File: src/assert_macros.svh
// Assertion helpers shared by the RTL.
`ifndef ASSERT_MACROS_SVH
`define ASSERT_MACROS_SVH
`ifndef SYNTHESIS
`define ASSERT_IMPLIES(lbl, clk, rst_n, ante, cons, msg) \
    lbl: assert property (@(posedge clk) disable iff (!rst_n) (ante) |-> (cons)) \
        else $error(msg);
`define ASSERT_NEXT(lbl, clk, rst_n, ante, cons, msg) \
    lbl: assert property (@(posedge clk) disable iff (!rst_n) (ante) |=> (cons)) \
        else $error(msg);
`else
`define ASSERT_IMPLIES(lbl, clk, rst_n, ante, cons, msg)
`define ASSERT_NEXT(lbl, clk, rst_n, ante, cons, msg)
`endif
`endif

File: src/cgwm_pkg.sv
`timescale 1ns / 1ps
package cgwm_pkg;

    localparam int MAX_BOARD_SIDE   = 256;
    localparam int MAX_PATTERN_SIDE = 256;
    localparam int COORD_W = 8;
    localparam int DIM_W   = 9;
    localparam int SYM_W   = 5;
    localparam int QUEUE_DEPTH = 4;

    localparam logic [SYM_W-1:0] SYM_WILDCARD = 5'd26;

    localparam logic [1:0] REQ_BOARD   = 2'd0;
    localparam logic [1:0] REQ_PATTERN = 2'd1;
    localparam logic [1:0] REQ_QUERY   = 2'd2;

    localparam logic [2:0] CFG_BOARD_ROWS   = 3'd0;
    localparam logic [2:0] CFG_BOARD_COLS   = 3'd1;
    localparam logic [2:0] CFG_PATTERN_ROWS = 3'd2;
    localparam logic [2:0] CFG_PATTERN_COLS = 3'd3;

    typedef struct packed {
        logic [1:0]         req_type;
        logic [COORD_W-1:0] row;
        logic [COORD_W-1:0] col;
        logic [SYM_W-1:0]   symbol;
    } entry_t;

    typedef struct packed {
        logic [DIM_W-1:0] board_rows;
        logic [DIM_W-1:0] board_cols;
        logic [DIM_W-1:0] pattern_rows;
        logic [DIM_W-1:0] pattern_cols;
    } dims_t;

    typedef struct packed {
        logic full;
        logic empty;
    } qstat_t;

    typedef struct packed {
        logic busy;
        logic result_pend;
    } bstat_t;

endpackage

File: src/cgwm_front.sv
`timescale 1ns / 1ps
module cgwm_front (
    input  logic                    clk,
    input  logic                    rst_n,
    input  logic                    s_tvalid,
    output logic                    s_tready,
    input  logic [23:0]             s_tdata,
    input  logic [1:0]              s_tuser,
    input  logic                    cfg_valid,
    output logic                    cfg_ready,
    input  logic [2:0]              cfg_index,
    input  logic [8:0]              cfg_data,
    input  cgwm_pkg::qstat_t        q_stat,
    output logic                    q_push,
    output cgwm_pkg::entry_t        q_entry,
    output cgwm_pkg::dims_t         dims
);

    localparam logic [cgwm_pkg::DIM_W-1:0] BMAX = cgwm_pkg::DIM_W'(cgwm_pkg::MAX_BOARD_SIDE);
    localparam logic [cgwm_pkg::DIM_W-1:0] PMAX =
        cgwm_pkg::DIM_W'(cgwm_pkg::MAX_PATTERN_SIDE);

    cgwm_pkg::dims_t dims_reg;
    logic [cgwm_pkg::DIM_W-1:0] bdim_next;
    logic [cgwm_pkg::DIM_W-1:0] pdim_next;

    always_comb
    begin
        bdim_next = cfg_data;
        if (cfg_data == '0)
            bdim_next = 9'd1;
        else if (cfg_data > BMAX)
            bdim_next = BMAX;
        pdim_next = cfg_data;
        if (cfg_data == '0)
            pdim_next = 9'd1;
        else if (cfg_data > PMAX)
            pdim_next = PMAX;
    end

    always_ff @(posedge clk or negedge rst_n)
    begin
        if (!rst_n)
        begin
            dims_reg.board_rows   <= 9'd1;
            dims_reg.board_cols   <= 9'd1;
            dims_reg.pattern_rows <= 9'd1;
            dims_reg.pattern_cols <= 9'd1;
        end
        else if (cfg_valid)
        begin
            case (cfg_index)
                cgwm_pkg::CFG_BOARD_ROWS:   dims_reg.board_rows   <= bdim_next;
                cgwm_pkg::CFG_BOARD_COLS:   dims_reg.board_cols   <= bdim_next;
                cgwm_pkg::CFG_PATTERN_ROWS: dims_reg.pattern_rows <= pdim_next;
                cgwm_pkg::CFG_PATTERN_COLS: dims_reg.pattern_cols <= pdim_next;
                default: ;
            endcase
        end
    end

    assign cfg_ready = 1'b1;
    assign dims      = dims_reg;

    // unknown request codes are consumed and dropped here
    assign s_tready = !q_stat.full;
    assign q_push   = s_tvalid && !q_stat.full &&
                      (s_tuser == cgwm_pkg::REQ_BOARD || s_tuser == cgwm_pkg::REQ_PATTERN ||
                       s_tuser == cgwm_pkg::REQ_QUERY);

    assign q_entry.req_type = s_tuser;
    assign q_entry.row      = s_tdata[7:0];
    assign q_entry.col      = s_tdata[15:8];
    assign q_entry.symbol   = s_tdata[20:16];

endmodule

File: config.mk
export PLATFORM = sky130hd
export DESIGN_NAME = cgwm_front
export DESIGN_NICKNAME = d
export VERILOG_FILES = /design/src/assert_macros.svh /design/src/cgwm_pkg.sv /design/src/cgwm_front.sv
export SDC_FILE = /design/constraint.sdc
export NUM_CORES = 1
export LEC_CHECK = 0
export ABC_AREA = 1
export BUFFER_PORTS_ARGS = -buffer_cell sky130_fd_sc_hd__buf_2
export CORE_ASPECT_RATIO = 1.4
export CORE_UTILIZATION = 42
export DETAILED_ROUTE_END_ITERATION = 10
export PLACE_DENSITY = 0.79
export SYNTH_ARGS = -nofsm -noshare
export SYNTH_HDL_FRONTEND = slang
export SYNTH_SLANG_ARGS = --single-unit
File: constraint.sdc
create_clock -name clk -period 0.8 [get_ports clk]
set_input_delay 0.04 -clock clk [delete_from_list [all_inputs] [get_ports clk]]
set_output_delay 0.04 -clock clk [all_outputs]
set_load 0.005 [all_outputs]
==> results of run 1 <==
==> through the flow <==
| step | instances | area (µm²) | worst slack [ps] |
|---|---|---|---|
| final | 328 | 2300 | -165.6 |
| after CTS | 320 | 2221 | -176.4 |
| after global routing | 328 | 2300 | -193.4 |
| after global placement | 300 | 2038 | -145.8 |
| after detailed placement | 300 | 2038 | -185.0 |
| after floorplan | 208 | 1733 | -63.96 |
==> area by class of cell <==
cell class	count	area (µm²)
Fill cell	364	1619
Sequential cell	36	905.9
Timing Repair Buffer	94	606.8
Multi-Input combinational cell	129	560.5
Clock buffer	8	90.09
Inverter	18	82.58
Tap cell	43	53.80
==> worst paths after layout <==
check | from | to
worst max register to register | dims[9] | dims[9]
worst min-delay path | s_tdata[16] | q_entry[0]
max in group asynchronous | rst_n | dims[18]
min in group asynchronous | rst_n | dims[32]
worst min register to register | dims[25] | dims[25]
worst max-delay path | dims[27] | dims[27]
==> cell usage after synthesis (all sizes together) <==
cell type | instances | area [µm²]
nand2 | 101 | 379.1
dfrtp | 32 | 800.8
buf | 24 | 180.2
inv | 18 | 75.07
nor2 | 13 | 48.80
o21ai | 5 | 28.78
dfstp | 4 | 105.1
nand3 | 4 | 20.02
nor3 | 4 | 65.06
a21oi | 1 | 5.000
clkbuf | 1 | 3.750
conb | 1 | 3.750
==> per-layer routing <==
metal,part of all wire,routed length (µm),up-vias
li1,-,-,756
met1,0.40,1575,689
met2,0.52,2049,43
met3,0.054,213,6
met4,0.026,102,0
met5,0,0,-
==> power groups by stage <==
stage | registers [µW] | clock network, µW | logic [µW]
after floorplan | 2310 | 0 | 407
after global placement | 2290 | 0 | 830
after detailed placement | 2290 | 0 | 857
after CTS | 2250 | 1340 | 991
after global routing | 2290 | 1420 | 1210
final | 2260 | 1320 | 1090
==> logic make-up (layout without fill, tap and decap cells) <==
kind of cell | after synthesis | count (layout) | synth area share
AO/OA/AOI/OAI | 6 | 6 | 0.01969
buffers and inverters | 43 | 120 | 0.1510
flip-flops | 36 | 36 | 0.5281
other | 1 | 1 | 0.002186
AND/OR/NAND/NOR | 122 | 122 | 0.2991
==> repair_timing <==
item | 4_1_cts | 5_1_grt
hold endpoints to repair | 36 | 0
resized for setup | 0 | 3
buffers inserted | 11 | 8
endpoints found under the setup margin | 36 | 38
hold buffers | 1 | 0
pin swaps | 0 | 1
==> flow_metrics.tcl, run 1 <==
set metrics [dict create \
    initial_core_util 0.4377 \
    hold-worst-slack_ps 80.00 \
    switchingPower_uw 1249 \
    wire_per_inst_um 12.02 \
    rsz0062_at_grt "yes" \
    grt_max_degree 37 \
    layout_commonest_cell "nand2_1" \
    syn_to_final_growth_pct 34.06 \
    chipHeight_um 77.62 \
    power_frac_seq 0.484 \
    core_area_um2 3919 \
    outcome "finished with violations" \
    cts_buffers 5 \
    grt.total_usage 0.1987 \
    critPathLaunchType "register" \
    fin_skew_ps 0 \
    clkPwrFrac 0.283 \
    setup_ws_ps -165.6 \
    postRouteAntennaNets 0 \
    cts.clk_slew.worst_paths_ps 60 \
    largest_reg_flops 36 \
    synth_cell_type_count 16 \
    row_count 27 \
    ios 106 \
    grt_busiest_layer "met2" \
    h-tree-depth 2 \
    synth-seq-cells 36 \
    grtUsageMet3 0.05000 \
    grt_pass1_wl_mm 6.444 \
    worst_ep_arrival_time_ps 930 \
    cp.required_ps 760 \
    hold_viol_final 0 \
    wl_mm 3.941 \
    violations "setup timing" \
    drcViolationCount 0 \
    grt_util_met2 0.3405 \
    cp_top_family "flip-flops" \
    crit_type "reg2out" \
    clk_latency_ps 290 \
    vias 1494 \
    setup_violations 36 \
    via_per_inst 4.555 \
    syn_nets 252 \
    power.total_uw 4663 \
    reg2reg_depth 3 \
    cts_root_buf "clkbuf_8" \
    final_cell_mix "nand2_1, buf_2, buf_4" \
    cp.buffers_inverters 1 \
    cp_max_fo 2 \
    antenna_found_initial 0 \
    met1_usage 0.2117 \
    min_path_cells 0 \
    max_cap_viol_count 0 \
    hpwl_mm 2.885 \
    io_buffers 58 \
    routabilityCongestion 0.8205 \
    switching_share 0.2679 \
    syn_inst 208 \
    die_area_um2 4347 \
    clock.fmax_ghz 1.036 \
    power_density_nw_per_um2 2028 \
    ys_warn_count 0 \
    drt_iter0_drc 51 \
    antenna_cells 0 \
    first_pass_iters 4 \
    fin_util 0.5868 \
    fin_tns_setup_ps -1740 \
    cts_tree "built" \
    intPower_uw 3414 \
    cts.path.max_buffers 2 \
    grt-ovfl-total 0 \
    rrSetupSlack_ps 10 \
    drv_slew 0 \
    seq_area_frac_synth 0.5281 \
    cp.depth 1 \
    hold_class "in2out" \
    cts_num_sinks 36 \
    critPathMaxStageDelay_ps 530 \
    final.min_clock_period_ps 965.6 \
    netlist_area_um2 1715 \
    leakagePower_uw 0.001383 \
    die_w_um 56.01 \
    period_share 1.207 \
    syn_area_per_cell_um2 8.247 \
    drive_above_1_share 0.4140 \
    grt_pass1_vias 1467 \
    final_nets 328 \
    ir_worst_vdd_v 0.001481 \
    crit_chain "buf_2" \
    p_comb_frac 0.233 \
    slowest_stage "dfstp_2" \
    endpoint_kind "primary output" \
]
No activity file was read; power rests on OpenSTA's default activity.
==> run 2: changes to the inputs <==
--- a/config.mk
+++ b/config.mk
@@ -11,6 +11,8 @@
 export CORE_UTILIZATION = 42
 export DETAILED_ROUTE_END_ITERATION = 10
 export PLACE_DENSITY = 0.79
+export REMOVE_ABC_BUFFERS = 1
 export SYNTH_ARGS = -nofsm -noshare
 export SYNTH_HDL_FRONTEND = slang
 export SYNTH_SLANG_ARGS = --single-unit
+export TNS_END_PERCENT = 20
==> run 2 against run 1 <==
Compared with the run above:
- the run still ends with setup timing left
- clock skew unchanged
- flip-flop and latch count unchanged
- critical path depth unchanged
- die area unchanged
==> flow_metrics.tcl, run 2 (synthesis gave the netlist of run 1 again) <==
set metrics [dict create \
    fin_util 0.5597 \
    vias 1486 \
    switchingPower_uw 1196 \
    syn_to_final_growth_pct 27.86 \
    die_area_um2 4347 \
    cts_tree "built" \
    h-tree-depth 2 \
    die_w_um 56.01 \
    setup_ws_ps -165.2 \
    setup_violations 36 \
    critPathMaxStageDelay_ps 540 \
    antenna_found_initial 0 \
    cts_buffers 5 \
    placed_cell_area_um2 2043 \
    cp.buffers_inverters 1 \
    hpwl_mm 3.415 \
    critPathLaunchType "register" \
    cts.path.max_buffers 2 \
    wire_per_inst_um 13.86 \
    postRouteAntennaNets 0 \
    cts.clk_slew.worst_paths_ps 60 \
    ios 106 \
    hold-worst-slack_ps 80.04 \
    instances_no_fill 316 \
    first_pass_iters 6 \
    worst_ep_arrival_time_ps 930 \
    wl_mm 4.381 \
    slowest_stage "dfstp_2" \
    drt_iter0_drc 47 \
    p_comb_frac 0.203 \
    grt-ovfl-total 0 \
    grt_pass1_vias 1417 \
    drive_above_1_share 0.3846 \
    period_share 1.207 \
    grt.total_usage 0.2149 \
    final_cell_mix "nand2_1, buf_2, dfrtp_1" \
    via_per_inst 4.703 \
    power_frac_seq 0.497 \
    endpoint_kind "primary output" \
    routabilityCongestion 0.7471 \
    grt_max_degree 37 \
    initial_core_util 0.4377 \
    largest_reg_flops 36 \
    hold_class "in2out" \
    clk_latency_ps 280 \
    max_cap_viol_count 0 \
    violations "setup timing" \
    cts_num_sinks 36 \
    pre_cts_slack_ps -214.8 \
    crit_type "reg2out" \
    drcViolationCount 0 \
    switching_share 0.2635 \
    intPower_uw 3343 \
    outcome "finished with violations" \
    cts_root_buf "clkbuf_8" \
    leakagePower_uw 0.001328 \
    final_nets 317 \
    ir_worst_vdd_v 0.001700 \
    hold_viol_final 0 \
    fin_skew_ps 0 \
    stdcell_area_um2 2193 \
    clkPwrFrac 0.300 \
    io_buffers 58 \
    cp.required_ps 760 \
    layout_commonest_cell "nand2_1" \
    place_inst 303 \
    power_density_nw_per_um2 2069 \
    rsz0062_at_grt "yes" \
    core_area_um2 3919 \
    clock.fmax_ghz 1.036 \
    final.min_clock_period_ps 965.2 \
    row_count 27 \
    chipHeight_um 77.62 \
    drv_slew 0 \
    antenna_cells 0 \
    cp_top_family "flip-flops" \
    cp_max_fo 2 \
    grt_pass1_wl_mm 6.893 \
    crit_chain "buf_2" \
]
-- run 2: cell types whose count changed in the layout (fill, tap and decap cells not counted) --
cell / previous run / this run
buf_4: 33 / 22
buf_2: 55 / 57
buf_6: 3 / 1
clkbuf_1: 2 / 0
clkbuf_8: 6 / 7
inv_1: 10 / 11
inv_2: 3 / 4
inv_4: 4 / 3
inv_6: 1 / 0
nand2_1: 100 / 101
nand2_2: 1 / 0
nor2_1: 12 / 13
nor2_4: 1 / 0
-- run 2: what timing repair did --
action	in CTS	in global routing
hold buffers	1	0
endpoints found under the hold margin	36	0
setup endpoints to repair	36	37
gates resized for setup	0	1
buffers inserted	3	2
pin swaps	0	1
-- run 2: cell type report --
class | instances | area [µm²]
inverter | 18 | 75.07
clock buffer | 7 | 96.34
timing repair buffer | 83 | 511.7
sequential | 36 | 905.9
multi-input combinational | 129 | 550.5
fill | 363 | 1725
tap | 43 | 53.80
-- run 2: power groups by stage --
stage                     Sequential (µW)  Combinational, µW  Clock (µW)
after floorplan                      2310                302           0
after global placement               2290                828           0
after detailed placement             2290                867           0
after CTS                            2260                907        1360
after global routing                 2290               1040        1460
final                                2260                921        1360
-- run 2: final timing paths --
kind	to	cells after the start	start	slack, ps
max	dims[27]	1	dims[27]	-170
min	q_entry[11]	0	s_tdata[14]	80
max reg2reg	dims[0]	3	dims[0]	10
min reg2reg	dims[21]	2	dims[21]	460
max in group asynchronous	dims[9]	3	rst_n	310
min in group asynchronous	dims[23]	3	rst_n	250
-- run 2: through the flow --
step                power [µW]  TNS (ps)
floorplan                 2613     -1574
global placement          3123     -4639
detailed placement        3155     -4948
CTS                       4525     -1588
global route              4789     -2689
finish                    4539     -1557
-- run 2: routing by layer --
layer  share of wire  vias up  track usage
li1                -      729            -
met1            0.44      690       0.2733
met2            0.46       62       0.3060
met3           0.083        5       0.1083
met4           0.018        0      0.09512
met5               0        -            0
==> run 3: changes to the inputs <==
--- a/config.mk
+++ b/config.mk
@@ -11,7 +11,8 @@
 export CORE_UTILIZATION = 42
 export DETAILED_ROUTE_END_ITERATION = 10
 export PLACE_DENSITY = 0.79
-export REMOVE_ABC_BUFFERS = 1
+export SKIP_LAST_GASP = 1
+export SLEW_MARGIN = 20
 export SYNTH_ARGS = -nofsm -noshare
 export SYNTH_HDL_FRONTEND = slang
 export SYNTH_SLANG_ARGS = --single-unit
==> run 3 against run 2 <==
Compared with the run above:
- the run still ends with setup timing left
- cell area rose by 1.3%
- worst hold slack barely moved
- non-clock buffer count grew 3
- wire length fell by 11%
- sequential power about the same
- clock-buffer cell count increased by 1
- core utilization grew 0.70 points
==> flow_metrics.tcl, run 3 (synthesis gave the netlist of run 1 again) <==
set metrics [dict create \
    outcome "finished with violations" \
    violations "setup timing" \
    grt_pass1_wl_mm 6.389 \
    power.total_uw 4481 \
    grt-ovfl-total 0 \
    placed_cell_area_um2 2083 \
    syn_to_final_growth_pct 29.47 \
    fin_skew_ps 0 \
    postRouteAntennaNets 0 \
    crit_chain "buf_2" \
    drcViolationCount 0 \
    wl_met3_um 234 \
    crit_end "dims[9]" \
    cp.depth 1 \
    crit_type "reg2out" \
    hold_viol_final 0 \
    dr.max_layer_used "met4" \
    first_pass_iters 4 \
    fin_util 0.5667 \
    final.min_clock_period_ps 965.6 \
    cp.buffers_inverters 1 \
    cts-resized-gates 0 \
    worst_ep_arrival_time_ps 930 \
    worstHoldStart "s_tdata[5]" \
    critPathLaunchType "register" \
    clock.fmax_ghz 1.036 \
    wl_met2_mm 1.949 \
    vias 1492 \
    rsz0062_at_grt "yes" \
    core_area_um2 3919 \
    row_count 27 \
    setup_violations 36 \
    r2r-start "dims[18]" \
    final_cell_mix "nand2_1, buf_2, dfrtp_1" \
    io_buffers 58 \
    final_nets 320 \
    hpwl_mm 2.968 \
    cts_buffers 5 \
    die_w_um 56.01 \
    cts_num_sinks 36 \
    routabilityCongestion 0.8784 \
    ir_worst_vdd_v 0.001257 \
    drive_above_1_share 0.3971 \
    fin_tns_setup_ps -1507 \
    leakagePower_uw 0.001337 \
    stdcell_area_um2 2221 \
    grt_pass1_vias 1464 \
    initial_core_util 0.4377 \
    reg2reg_depth 3 \
    drv_slew 0 \
    antenna_found_initial 0 \
    h-tree-depth 2 \
    r2r-end "dims[18]" \
    antenna_cells 0 \
    setup.worst_path.start "dims[9]" \
    grt.total_usage 0.1919 \
    cts_tree "built" \
    cts.path.max_buffers 2 \
    m1WireLength_mm 1.566 \
    wl_mm 3.899 \
    setup_ws_ps -165.6 \
    cp.required_ps 760 \
    critPathMaxStageDelay_ps 540 \
    clk_latency_ps 280 \
    max_cap_viol_count 0 \
    cp_top_family "flip-flops" \
    wire_per_inst_um 12.18 \
    largest_reg_flops 36 \
    cp_max_fo 2 \
    ios 106 \
    grt_max_degree 37 \
    hold_class "in2out" \
    power_density_nw_per_um2 2018 \
    rrSetupSlack_ps 0 \
    drt_iter0_drc 28 \
    via_per_inst 4.663 \
    hold-worst-slack_ps 80.00 \
    layout_commonest_cell "nand2_1" \
    cts.clk_slew.worst_paths_ps 70 \
    cts_root_buf "clkbuf_8" \
    period_share 1.207 \
    endpoint_kind "primary output" \
    slowest_stage "dfstp_2" \
    die_area_um2 4347 \
    chipHeight_um 77.62 \
]
[run 3: routing by layer]
layer,GRT usage,vias to the layer above
met2,0.3262,65
li1,-,735
met4,0.1146,0
met1,0.2203,676
met3,0.03833,16
met5,0,-
[run 3: stage by stage]
step           instances  setup WS (ps)
2_1_floorplan        208         -64.65
3_3_place_gp         306         -217.0
3_5_place_dp         306         -245.5
4_1_cts              316         -176.4
5_1_grt              320         -199.3
6_report             320         -165.6
[run 3: how the worst min path moves through the flow]
stage	to	slack, ps	depth (start not counted)
3_5_place_dp	dims[8]	30	2
5_1_grt	q_entry[7]	80	0
6_report	q_entry[18]	80	0
4_1_cts	q_entry[14]	80	0
3_3_place_gp	dims[3]	10	2
2_1_floorplan	dims[10]	-260	0
[run 3: power by group]
group	total (µW)	switching (µW)	internal (µW)
combinational	940	469	471
sequential	2260	149	2120
clock	1280	575	701
total	4480	1190	3290
[run 3: timing repair]
item / CTS / global route
gates cloned: 0 / 0
setup buffers: 1 / 4
setup endpoints to repair: 36 / 46
hold buffers: 1 / 0
hold endpoints to repair: 36 / 0
[run 3: cell type report]
| class | instances | area [µm²] |
|---|---|---|
| inverter | 18 | 82.58 |
| multi-input combinational | 129 | 560.5 |
| timing repair buffer | 86 | 528.0 |
| fill | 366 | 1698 |
| sequential | 36 | 905.9 |
| clock buffer | 8 | 90.09 |
| tap | 43 | 53.80 |
[run 3: worst register-to-register path, delay by kind of cell (launching register included)]
| family | cells | cell delay, ps |
|---|---|---|
| flops | 1 | 530 |
| simple gates | 2 | 110 |
| buf+inv | 1 | 100 |
