<file path="config.mk">
export PLATFORM = sky130hd
export DESIGN_NAME = cgwm_queue
export DESIGN_NICKNAME = d
export VERILOG_FILES = /design/src/assert_macros.svh /design/src/cgwm_pkg.sv /design/src/cgwm_queue.sv
export SDC_FILE = /design/constraint.sdc
export NUM_CORES = 1
export LEC_CHECK = 0
export ABC_AREA = 1
export BUFFER_PORTS_ARGS = -buffer_cell sky130_fd_sc_hd__buf_4
export CORE_UTILIZATION = 35
export DETAILED_ROUTE_END_ITERATION = 12
export PLACE_DENSITY = 0.54
export SETUP_SLACK_MARGIN = 0.1
export SKIP_CTS_REPAIR_TIMING = 1
export SLEW_MARGIN = 30
export SYNTH_ARGS = -nofsm -noshare
export SYNTH_HDL_FRONTEND = slang
export SYNTH_SLANG_ARGS = --single-unit
</file>
<file path="constraint.sdc">
create_clock -name clk -period 1.85 [get_ports clk]
set_input_delay 0.185 -clock clk [delete_from_list [all_inputs] [get_ports clk]]
set_output_delay 0.185 -clock clk [all_outputs]
set_load 0.005 [all_outputs]
</file>
<file path="src/assert_macros.svh">
// Assertion helpers shared by the RTL.
`ifndef ASSERT_MACROS_SVH
`define ASSERT_MACROS_SVH
`ifndef SYNTHESIS
`define ASSERT_IMPLIES(lbl, clk, rst_n, ante, cons, msg) \
    lbl: assert property (@(posedge clk) disable iff (!rst_n) (ante) |-> (cons)) \
        else $error(msg);
`define ASSERT_NEXT(lbl, clk, rst_n, ante, cons, msg) \
    lbl: assert property (@(posedge clk) disable iff (!rst_n) (ante) |=> (cons)) \
        else $error(msg);
`else
`define ASSERT_IMPLIES(lbl, clk, rst_n, ante, cons, msg)
`define ASSERT_NEXT(lbl, clk, rst_n, ante, cons, msg)
`endif
`endif

</file>
<file path="src/cgwm_pkg.sv">
`timescale 1ns / 1ps
package cgwm_pkg;

    localparam int MAX_BOARD_SIDE   = 256;
    localparam int MAX_PATTERN_SIDE = 256;
    localparam int COORD_W = 8;
    localparam int DIM_W   = 9;
    localparam int SYM_W   = 5;
    localparam int QUEUE_DEPTH = 4;

    localparam logic [SYM_W-1:0] SYM_WILDCARD = 5'd26;

    localparam logic [1:0] REQ_BOARD   = 2'd0;
    localparam logic [1:0] REQ_PATTERN = 2'd1;
    localparam logic [1:0] REQ_QUERY   = 2'd2;

    localparam logic [2:0] CFG_BOARD_ROWS   = 3'd0;
    localparam logic [2:0] CFG_BOARD_COLS   = 3'd1;
    localparam logic [2:0] CFG_PATTERN_ROWS = 3'd2;
    localparam logic [2:0] CFG_PATTERN_COLS = 3'd3;

    typedef struct packed {
        logic [1:0]         req_type;
        logic [COORD_W-1:0] row;
        logic [COORD_W-1:0] col;
        logic [SYM_W-1:0]   symbol;
    } entry_t;

    typedef struct packed {
        logic [DIM_W-1:0] board_rows;
        logic [DIM_W-1:0] board_cols;
        logic [DIM_W-1:0] pattern_rows;
        logic [DIM_W-1:0] pattern_cols;
    } dims_t;

    typedef struct packed {
        logic full;
        logic empty;
    } qstat_t;

    typedef struct packed {
        logic busy;
        logic result_pend;
    } bstat_t;

endpackage

</file>
<file path="src/cgwm_queue.sv">
`timescale 1ns / 1ps
module cgwm_queue (
    input  logic                clk,
    input  logic                rst_n,
    input  logic                push,
    input  cgwm_pkg::entry_t    push_entry,
    input  logic                pop,
    output cgwm_pkg::entry_t    head,
    output cgwm_pkg::qstat_t    stat
);

    localparam int PTR_W = $clog2(cgwm_pkg::QUEUE_DEPTH);

    cgwm_pkg::entry_t slots_reg [cgwm_pkg::QUEUE_DEPTH];
    logic [PTR_W-1:0] wr_ptr_reg;
    logic [PTR_W-1:0] rd_ptr_reg;
    logic [PTR_W:0]   count_reg;

    always_ff @(posedge clk)
    begin
        if (push)
            slots_reg[wr_ptr_reg] <= push_entry;
    end

    always_ff @(posedge clk or negedge rst_n)
    begin
        if (!rst_n)
        begin
            wr_ptr_reg <= '0;
            rd_ptr_reg <= '0;
            count_reg  <= '0;
        end
        else
        begin
            if (push)
                wr_ptr_reg <= wr_ptr_reg + 1'b1;
            if (pop)
                rd_ptr_reg <= rd_ptr_reg + 1'b1;
            case ({push, pop})
                2'b10:   count_reg <= count_reg + 1'b1;
                2'b01:   count_reg <= count_reg - 1'b1;
                default: ;
            endcase
        end
    end

    assign head       = slots_reg[rd_ptr_reg];
    assign stat.full  = (count_reg == (PTR_W+1)'(cgwm_pkg::QUEUE_DEPTH));
    assign stat.empty = (count_reg == '0);

endmodule

</file>
==> impl_summary.log, run 1 <==
INFO  metric timing.final.hold_violations = 0
INFO  metric grt_first_pass_wirelength = around 12,000 um
INFO  metric type_of_the_worst_setup_path = register to output pin
INFO  metric synth_compound_gate_area_share = 0.109
INFO  metric grt_remaining_overflow = 0
INFO  metric num_rows = 39
INFO  metric final_clock_skew = around 0.004 ns
INFO  metric largest_reg_flops = slightly above 90
INFO  metric finalCriticalPeriod = about 1.7 ns
INFO  metric highest_ir_drop_seen_on_vdd = 547 uV
INFO  metric multiInputGateArea = 897 um^2
INFO  metric cts_tree = yes
INFO  metric floorplan.die.width = 111 um
INFO  metric timing.hold.worst_path_depth = 1
INFO  metric synth_top_area_frac = 0.659
INFO  metric grt_util_overall = 0.126
INFO  metric violated_checks = design-rule violations
INFO  metric numPortBuffers = 51
INFO  metric synthXorXnorAreaFrac = 0.00835
INFO  metric final-max-slew-violation-count = 0
INFO  metric critical_path.endpoint = head[1]
INFO  metric rr_worst_depth = 5
INFO  metric critPathArrivalTime = 1.53 ns
INFO  metric area_growth_syn_to_layout = 24.1%
INFO  metric crit_required = 1.66 ns
INFO  metric post-layout-total-power = roughly 8 mW
INFO  metric post_synth_num_cell_types = 21
INFO  metric design.portCount = 52
INFO  metric maximum_number_of_pins_on_one_net_before_global_route_repair = 43
INFO  metric clk_latency = 0.33 ns
INFO  metric slew_headroom = 0.822
INFO  metric antennaDiodeCount = 0
INFO  metric cts.root.buffer_cell = sky130_fd_sc_hd__clkbuf_16
INFO  metric synth_area_per_cell = 13.3 um^2
INFO  metric routed-via-count = ~2,400
INFO  metric initial_core_util = 0.363
INFO  metric maximum_buffer_depth_of_the_clock_tree = 2
INFO  metric async_reset_ff_frac = 0.0707
INFO  metric synthSimpleGateAreaFrac = 0.0767
INFO  metric synth.most_common_cell = sky130_fd_sc_hd__edfxtp_1
INFO  metric final_cells = 531
INFO  metric fillerInstances = 1,031
INFO  metric yosys-top-cells-area = sky130_fd_sc_hd__edfxtp_1 66%, sky130_fd_sc_hd__nand2_1 7.2%, sky130_fd_sc_hd__o211ai_2 6.0%
INFO  metric place_congestion = 0.717
INFO  metric post_route_cells_drive_above_1_share = 0.276
INFO  metric crit_startpoint = rd_ptr_reg[0]$_DFFE_PN0P_
INFO  metric maxClockFrequency = 582 MHz
INFO  metric netlist_instances = roughly 320
INFO  metric setup_slack = 0.131 ns
INFO  metric antenna_violations_before_repair = 0
INFO  metric rrSetupSlack = 0.53 ns
INFO  metric grt_pass1_vias = 2,295
INFO  metric dr.first_iter.drc_count = approximately 100
INFO  metric ant_nets = 0
INFO  metric cellLeakagePower = roughly 2.2 nW
INFO  metric worstSetupEndpointType = output pin
INFO  metric numClockSinks = 99
INFO  metric topRoutingLayerUsed = met4
INFO  metric worst_r2r_endpoint = slots_reg[1][10]$_DFFE_PP_
INFO  metric design.core.area = ~0.012 mm^2
INFO  metric final_setup_tns = 0 ns
INFO  metric drv.max_cap_violation_count = 0
INFO  metric die_height = approximately 110 um
INFO  metric synthTopCellsByCount = 92 x sky130_fd_sc_hd__edfxtp_1, 80 x sky130_fd_sc_hd__nand2_1, 58 x sky130_fd_sc_hd__inv_1
INFO  metric number_of_buffers_created_by_cts = 9
INFO  metric cp_max_fo = 21
INFO  metric main_combinational_cell_family_by_area_after_synthesis = compound AO/OA/AOI/OAI gates
INFO  metric dr_wl_met2 = 3790 um
INFO  metric synth.net_count = 349
INFO  metric dominantRegCellSynth = sky130_fd_sc_hd__edfxtp_1
INFO  metric ctsHtreeMaxLevel = 3
INFO  metric detailedPlacementHpwl = approximately 4500 um
INFO  metric detail_route.wirelength = 7710 um
INFO  metric rr_startpoint = wr_ptr_reg[1]$_DFFE_PN0P_
INFO  metric design.final.nets = 416
INFO  metric sequential_cell_area_fraction_in_the_yosys_report = 0.700
INFO  metric outcome = finished with violations
INFO  metric synth-edff-count = 92
INFO  metric area.sequential = 0.00294 mm^2
INFO  metric synth_fa_ha_area_frac = 0.0197
INFO  metric drt-met1-wl = 3550 um
INFO  metric detailroute.wirelength.met3 = 270 um
INFO  metric post_synth_instance_area = about 0.0042 mm^2
INFO  metric pre_cts_slack = 0.445 ns
INFO  metric die_area = ~0.012 mm^2
INFO  metric post_synth_mux_area_share = 0
INFO  metric final-setup-viol-count = 0
INFO  metric route.detailed.drc = 3
INFO  metric final_worst_path_cycle_share = 0.929
INFO  metric clk_pin_slew_worst_paths = 0.06 ns
INFO  metric cell_taking_the_most_area_after_synthesis = sky130_fd_sc_hd__edfxtp_1
INFO  metric critical_path.max_stage_delay = 0.57 ns
INFO  metric syn_warnings = 0
INFO  metric timing.critical_path.from_type = register
INFO  metric route.detailed.wl_per_inst = around 15 um
INFO  metric critical_path.slowest_cell = sky130_fd_sc_hd__dfrtp_4
INFO  metric setup_repair_after_global_routing_missed_its_margin = true
INFO  metric synth_seq_cells = roughly 100
INFO  metric worst_slew_pin_slew = 0.268 ns
INFO  metric firstDrtPassIters = 10
INFO  metric post-place-cells = 505
INFO  metric holdCritPathClass = input port to register
INFO  metric worstPathCellList = buf_12 > o211ai_1 > nand2_1 > buf_4
INFO  metric power_per_cell_area = 1560 mW/mm^2
INFO  metric detail_route.vias_per_cell = 4.55
final cells by class:
class | instances | share of cell area
Multi-Input combinational cell | 142 | 0.172
Clock inverter | 4 | 0.00986
Timing Repair Buffer | 71 | 0.130
Inverter | 60 | 0.0433
Sequential cell | 99 | 0.565
Clock buffer | 12 | 0.0454
Tap cell | 143 | 0.0344
logic make-up (layout without fill, tap and decap cells):
family                   count (synthesis)  in the layout
flip-flops                              99             99
AO/OA/AOI/OAI                           48             48
XOR/XNOR                                 4              4
adder cells (fa/ha/maj)                  6              6
buffers and inverters                   75            147
AND/OR/NAND/NOR                         84             84
worst min path at each step:
stage	from	slack, ns	endpoint
floorplan	rst_n	-0.11	count_reg[0]$_DFFE_PN0P_
global placement	rst_n	0.01	wr_ptr_reg[0]$_DFFE_PN0P_
detailed placement	rst_n	0.01	wr_ptr_reg[0]$_DFFE_PN0P_
CTS	rst_n	-0.34	wr_ptr_reg[1]$_DFFE_PN0P_
global route	push_entry[22]	0.04	slots_reg[3][22]$_DFFE_PP_
finish	push_entry[22]	0.05	slots_reg[3][22]$_DFFE_PP_
metrics by stage:
step	area [um^2]	hold WS, ns	utilization
after detailed placement	4770	0.0129	0.413
after global placement	4770	0.0107	0.413
final	5200	0.0522	0.450
after CTS	5060	-0.341	0.438
after global routing	5200	0.0435	0.450
after floorplan	4190	-0.111	-
power by group:
part / switching [mW] / internal (mW)
combinational: 1.64 / 1.54
clock: 0.730 / 1.05
sequential: 0.213 / 2.95
metal layers:
| layer | vias up | global-route usage |
|---|---|---|
| met5 | - | 0 |
| met4 | 0 | 0.0541 |
| met3 | 9 | 0.0240 |
| met2 | 36 | 0.206 |
| met1 | 1153 | 0.165 |
| li1 | 1218 | - |
cell usage in the layout (no fill, tap or decap):
cell,Yosys,layout
sky130_fd_sc_hd__inv_2,2,2
sky130_fd_sc_hd__buf_6,7,3
sky130_fd_sc_hd__inv_1,58,58
sky130_fd_sc_hd__clkinv_4,0,1
sky130_fd_sc_hd__dfrtp_4,0,1
sky130_fd_sc_hd__clkbuf_1,0,3
sky130_fd_sc_hd__buf_12,0,6
sky130_fd_sc_hd__clkbuf_16,0,12
sky130_fd_sc_hd__dlygate4sd3_1,0,1
sky130_fd_sc_hd__xor2_1,3,3
sky130_fd_sc_hd__o21ai_1,1,1
sky130_fd_sc_hd__nor3_1,2,2
sky130_fd_sc_hd__clkinv_2,0,1
sky130_fd_sc_hd__edfxtp_1,92,92
sky130_fd_sc_hd__ha_1,5,5
sky130_fd_sc_hd__fa_1,1,1
sky130_fd_sc_hd__clkinvlp_4,0,1
sky130_fd_sc_hd__xnor2_1,1,1
sky130_fd_sc_hd__buf_4,2,58
sky130_fd_sc_hd__o211ai_1,26,26
sky130_fd_sc_hd__nand2_2,0,1
sky130_fd_sc_hd__nand3_1,1,1
sky130_fd_sc_hd__nand4_1,1,1
sky130_fd_sc_hd__nand2_1,80,79
sky130_fd_sc_hd__o21ai_0,1,1
sky130_fd_sc_hd__dfrtp_1,7,6
sky130_fd_sc_hd__bufinv_16,0,1
sky130_fd_sc_hd__o211ai_2,20,20
worst max-delay path, delay by kind of cell (launching register included):
family                 cells  cell delay, ns
buffers and inverters      2            0.33
AOI/OAI and AO/OA          1            0.19
DFF                        1            0.57
and+or+nand+nor            1            0.10
(Power assumes the default switching activity.)
==> run 2, diff against run 1 <==
==> constraint.sdc (replaced) <==
create_clock -name clk -period 1.85 [get_ports clk]
set_input_delay 0.0925 -clock clk [delete_from_list [all_inputs] [get_ports clk]]
set_output_delay 0.0925 -clock clk [all_outputs]
set_load 0.005 [all_outputs]
==> run 2 against run 1 <==
Compared with the run above:
- the run still ends with design-rule violations left
- worst hold slack improved by 0.052 ns
- cell area rose by 1.6%
- sequential share of layout area decreased by 0.88 points
- die area unchanged
- maximum frequency grew 4.3%
- critical endpoint is now head[11]
- largest cell class unchanged
==> impl_summary.log, run 2 (synthesis results as in run 1) <==
INFO  metric violated_checks = design-rule violations
INFO  metric rr_worst_depth = 5
INFO  metric final_clock_skew = 0.00691 ns
INFO  metric timing.critical_path.max_delay_family = flip-flops
INFO  metric worst_slew_pin_slew = 0.333 ns
INFO  metric final_worst_path_cycle_share = 0.891
INFO  metric design.final.nets = 432
INFO  metric crit_required = 1.76 ns
INFO  metric grt_first_pass_wirelength = 12,100 um
INFO  metric cts.root.buffer_cell = sky130_fd_sc_hd__clkbuf_16
INFO  metric maximum_buffer_depth_of_the_clock_tree = 2
INFO  metric ant_nets = 0
INFO  metric detail_route.vias_per_cell = 4.49
INFO  metric type_of_the_worst_setup_path = register to output pin
INFO  metric cts_tree = yes
INFO  metric layout_common_cells = 92 x sky130_fd_sc_hd__edfxtp_1, 80 x sky130_fd_sc_hd__nand2_1, 58 x sky130_fd_sc_hd__inv_1
INFO  metric final-max-slew-violation-count = 0
INFO  metric ctsHtreeMaxLevel = 3
INFO  metric detailedPlacementHpwl = 4780 um
INFO  metric drv.max_cap_violation_count = 0
INFO  metric final_setup_tns = 0 ns
INFO  metric post_route_cells_drive_above_1_share = 0.245
INFO  metric critical_path.max_stage_delay = 0.56 ns
INFO  metric critical_path.slowest_cell = sky130_fd_sc_hd__dfrtp_4
INFO  metric detail_route.wirelength = 7560 um
INFO  metric initial_core_util = 0.363
INFO  metric die_height = between 100 and 150 um
INFO  metric setup_repair_after_global_routing_missed_its_margin = false
INFO  metric maximum_number_of_pins_on_one_net_before_global_route_repair = 47
INFO  metric multiInputGateArea = 895 um^2
INFO  metric numPortBuffers = slightly above 50
INFO  metric slew_headroom = 0.778
INFO  metric worst_r2r_endpoint = slots_reg[0][10]$_DFFE_PP_
INFO  metric antennaDiodeCount = 0
INFO  metric area_growth_syn_to_layout = 26.1%
INFO  metric antenna_violations_before_repair = 0
INFO  metric die_area = 0.0124 mm^2
INFO  metric holdCritPathClass = input port to async pin
INFO  metric cellLeakagePower = 2.19 nW
INFO  metric finalCriticalPeriod = 1.65 ns
INFO  metric design.portCount = 52
INFO  metric place_congestion = 0.670
INFO  metric dr.first_iter.drc_count = 119
INFO  metric outcome = finished with violations
INFO  metric largest_reg_flops = 92
INFO  metric route.detailed.drc = 3
INFO  metric worstPathCellList = buf_12 > o211ai_1 > nand2_1 > buf_4
INFO  metric design.core.area = 0.0116 mm^2
INFO  metric post-layout-total-power = about 7.7 mW
INFO  metric maxClockFrequency = 606 MHz
INFO  metric critPathArrivalTime = about 1.6 ns
INFO  metric num_rows = 39
INFO  metric fillerInstances = 1,058
INFO  metric power_per_cell_area = 1460 mW/mm^2
INFO  metric rrSetupSlack = ~0.44 ns
INFO  metric leading_cell_type_in_the_layout_fill_and_taps_excluded = sky130_fd_sc_hd__edfxtp_1
INFO  metric grt_util_overall = 0.129
INFO  metric area.sequential = 0.00294 mm^2
INFO  metric numClockSinks = 99
INFO  metric highest_ir_drop_seen_on_vdd = roughly 590 uV
INFO  metric worstSetupEndpointType = output pin
INFO  metric routed-via-count = 2,456
INFO  metric floorplan.die.width = between 100 and 150 um
INFO  metric route.detailed.wl_per_inst = 13.8 um
INFO  metric cp_max_fo = 46
INFO  metric timing.final.hold_violations = 0
INFO  metric rr_startpoint = wr_ptr_reg[0]$_DFFE_PN0P_
INFO  metric grt_remaining_overflow = 0
INFO  metric timing.critical_path.from_type = register
INFO  metric crit_buf_inv = 2
INFO  metric grt_pass1_vias = 2,334
INFO  metric firstDrtPassIters = 10
INFO  metric final-setup-viol-count = 0
INFO  metric clk_latency = around 0.33 ns
INFO  metric clk_pin_slew_worst_paths = 0.06 ns
INFO  metric number_of_buffers_created_by_cts = 9
==> run 2: changes by cell type in the layout (fill, tap and decap cells not counted), sizes merged <==
cell and change:
clkbuf -5, buf -6, inv +1, clkinv +1, dlygate4sd3 +25, bufinv -1, clkinvlp +1
==> run 2: per-layer routing <==
metal	up-vias	GRT usage	wire (um)
met5	-	0	0
met3	7	0.0321	259
met2	41	0.205	3670
li1	1245	-	-
met4	0	0.0514	86
met1	1163	0.169	3540
==> run 2: metrics by stage <==
step | worst slack, ns | hold WS, ns | instances | instance area (um^2) | util
4_1_cts | 0.103 | -0.450 | 520 | 5020 | 0.434
5_1_grt | 0.107 | 0.108 | 547 | 5290 | 0.457
6_report | 0.201 | 0.104 | 547 | 5290 | 0.457
2_1_floorplan | 0.354 | -0.203 | 316 | 4190 | -
3_3_place_gp | 0.464 | -0.0854 | 504 | 4740 | 0.410
3_5_place_dp | 0.445 | -0.0845 | 504 | 4740 | 0.410
==> run 2: final cells by class <==
cell class,count,area share
Clock buffer,10,0.0433
Timing Repair Buffer,87,0.145
Sequential cell,99,0.556
Inverter,60,0.0426
Tap cell,143,0.0338
Clock inverter,6,0.00947
Multi-Input combinational cell,142,0.169
==> run 2: report_power, final <==
group	total [mW]	leakage, nW	internal [mW]	switching [mW]
Combinational	2.83	1.13	1.30	1.53
Clock	1.71	0.129	0.923	0.784
Sequential	3.16	0.927	2.96	0.203
Total	7.70	2.19	5.18	2.52
==> run 2: worst max path at each step <==
stage	start	end	slack [ns]	depth (start not counted)
detailed placement	wr_ptr_reg[0]$_DFFE_PN0P_	slots_reg[0][8]$_DFFE_PP_	0.44	5
global placement	wr_ptr_reg[0]$_DFFE_PN0P_	slots_reg[0][8]$_DFFE_PP_	0.46	5
global route	rd_ptr_reg[0]$_DFFE_PN0P_	head[21]	0.11	5
CTS	rd_ptr_reg[0]$_DFFE_PN0P_	head[21]	0.10	5
floorplan	wr_ptr_reg[0]$_DFFE_PN0P_	slots_reg[2][0]$_DFFE_PP_	0.35	4
finish	rd_ptr_reg[0]$_DFFE_PN0P_	head[11]	0.20	4
==> run 3, diff against run 2 <==
Settings changed: BUFFER_PORTS_ARGS -buffer_cell sky130_fd_sc_hd__buf_4 to unset, DONT_BUFFER_PORTS set to 1, PLACE_DENSITY 0.54 to 0.53.
==> run 3 against run 2 <==
Compared with the run above:
- the run still ends with design-rule violations left
- critical path depth is the same
- sequential power is essentially flat
- sequential share of layout area grew 4.2 points
- cell area shrank 7.0%
- maximum frequency grew 5.9%
- first-iteration DRC count shrank 12%
- sequential cell count is the same
- combinational power shrank 21%
- clock power grew 8%
- largest power group unchanged
==> impl_summary.log, run 3 (synthesis results as in run 1) <==
INFO  metric leading_cell_type_in_the_layout_fill_and_taps_excluded = sky130_fd_sc_hd__edfxtp_1
INFO  metric design.core.area = 0.0116 mm^2
INFO  metric violated_checks = design-rule violations
INFO  metric final_worst_path_cycle_share = 0.842
INFO  metric numPortBuffers = 0
INFO  metric numClockSinks = 99
INFO  metric clk_latency = 0.34 ns
INFO  metric worst_slew_pin_slew = 0.511 ns
INFO  metric final-setup-viol-count = 0
INFO  metric ctsHtreeMaxLevel = 3
INFO  metric die_area = 0.0124 mm^2
INFO  metric grt_first_pass_wirelength = 11,700 um
INFO  metric cellLeakagePower = a little under 2 nW
INFO  metric maximum_buffer_depth_of_the_clock_tree = 2
INFO  metric area_growth_syn_to_layout = 17.3%
INFO  metric fillerInstances = 1,019
INFO  metric detail_route.wirelength = between 7000 and 8000 um
INFO  metric setup_slack = roughly 0.3 ns
INFO  metric number_of_buffers_created_by_cts = 9
INFO  metric crit_required = around 1.8 ns
INFO  metric dr.first_iter.drc_count = 105
INFO  metric route.detailed.drc = 4
INFO  metric final_clock_skew = 0.00676 ns
INFO  metric timing.hold.worst_path_depth = 2
INFO  metric post-place-cells = approximately 450
INFO  metric utilization = 0.425
INFO  metric antenna_violations_before_repair = 0
INFO  metric post_route_cells_drive_above_1_share = 0.138
INFO  metric num_rows = 39
INFO  metric outcome = finished with violations
INFO  metric design.portCount = 52
INFO  metric final-max-slew-violation-count = 0
INFO  metric detailedPlacementHpwl = 4750 um
INFO  metric layout_common_cells = 92 x sky130_fd_sc_hd__edfxtp_1, 80 x sky130_fd_sc_hd__nand2_1, 58 x sky130_fd_sc_hd__inv_1
INFO  metric holdCritPathClass = input port to register
INFO  metric finalCriticalPeriod = between 1.5 and 2 ns
INFO  metric antennaDiodeCount = 0
INFO  metric timing.final.hold_violations = 0
INFO  metric largest_reg_flops = 92
INFO  metric design.final.nets = 382
INFO  metric cts_tree = yes
INFO  metric cts.root.buffer_cell = sky130_fd_sc_hd__clkbuf_16
INFO  metric ant_nets = 0
INFO  metric critPathArrivalTime = 1.46 ns
INFO  metric firstDrtPassIters = 8
INFO  metric place_congestion = 0.669
INFO  metric grt_remaining_overflow = 0
INFO  metric clk_pin_slew_worst_paths = 0.07 ns
INFO  metric drv.max_cap_violation_count = 0
INFO  metric maximum_number_of_pins_on_one_net_before_global_route_repair = 40
INFO  metric finalHoldWorstSlack = 0.0446 ns
INFO  metric pre_cts_slack = 0.440 ns
INFO  metric detail_route.vias_per_cell = between 4 and 5
INFO  metric power_per_cell_area = around 1500 mW/mm^2
INFO  metric maxClockFrequency = roughly 640 MHz
INFO  metric type_of_the_worst_setup_path = register to output pin
INFO  metric cp_max_fo = 14
INFO  metric routed-via-count = 2,254
INFO  metric worstSetupEndpointType = output pin
INFO  metric initial_core_util = 0.363
INFO  metric setup_repair_after_global_routing_missed_its_margin = false
INFO  metric floorplan.die.width = 111 um
INFO  metric rr_worst_depth = 3
INFO  metric grt_pass1_vias = approximately 2,200
INFO  metric grt_util_overall = 0.127
INFO  metric final_cells = 497
INFO  metric highest_ir_drop_seen_on_vdd = 668 uV
INFO  metric timing.critical_path.from_type = register
INFO  metric die_height = 111 um
INFO  metric slew_headroom = 0.659
INFO  metric route.detailed.wl_per_inst = 15.2 um
INFO  metric final_setup_tns = 0 ns
-- run 3: changes by cell type in the layout (fill, tap and decap cells not counted), sizes merged --
| cell | previous run | this run |
|---|---|---|
| clkinvlp | 2 | 1 |
| buf | 61 | 11 |
| bufinv | 0 | 1 |
-- run 3: critical path, cell delays in order, from the launching register on --
cell	delay (ns)
sky130_fd_sc_hd__dfrtp_1	0.39
sky130_fd_sc_hd__inv_2	0.28
sky130_fd_sc_hd__buf_12	0.22
sky130_fd_sc_hd__o211ai_1	0.11
sky130_fd_sc_hd__nand2_1	0.12
-- run 3: area by class of cell --
cell class	count	area, um^2	share of cell area
sequential	99	2940	0.598
tap	143	179	0.0364
timing repair buffer	37	384	0.0781
clock buffer	10	229	0.0466
multi-input combinational	142	895	0.182
clock inverter	6	65.1	0.0132
inverter	60	225	0.0458
-- run 3: through the flow --
| step | cell area (um^2) | total power, mW |
|---|---|---|
| global placement | 4350 | 5.38 |
| finish | 4920 | 7.26 |
| global route | 4920 | 7.72 |
| CTS | 4650 | 7.27 |
| detailed placement | 4350 | 5.43 |
| floorplan | 4190 | 4.94 |
-- run 3: layer usage --
metal / part of all wire / global-route usage
met3: 0.051 / 0.0474
met2: 0.46 / 0.194
met4: 0.021 / 0.0676
met5: 0 / 0
met1: 0.47 / 0.155
-- run 3: power by group --
group / leakage, nW / internal (mW) / total, mW / switching (mW)
sequential: 0.927 / 2.96 / 3.17 / 0.216
combinational: 0.889 / 0.808 / 2.24 / 1.44
clock: 0.143 / 1.05 / 1.84 / 0.792
-- run 3: worst paths after layout --
| check | startpoint | to | slack, ns |
|---|---|---|---|
| max in group asynchronous | rst_n | rd_ptr_reg[0]$_DFFE_PN0P_ | 1.47 |
| worst min-delay path | pop | count_reg[0]$_DFFE_PN0P_ | 0.04 |
| worst max-delay path | rd_ptr_reg[1]$_DFFE_PN0P_ | head[1] | 0.29 |
| min in group asynchronous | rst_n | count_reg[2]$_DFFE_PN0P_ | 0.09 |
| worst min register to register | count_reg[2]$_DFFE_PN0P_ | count_reg[2]$_DFFE_PN0P_ | 0.52 |
| worst max register to register | wr_ptr_reg[0]$_DFFE_PN0P_ | slots_reg[3][22]$_DFFE_PP_ | 0.46 |
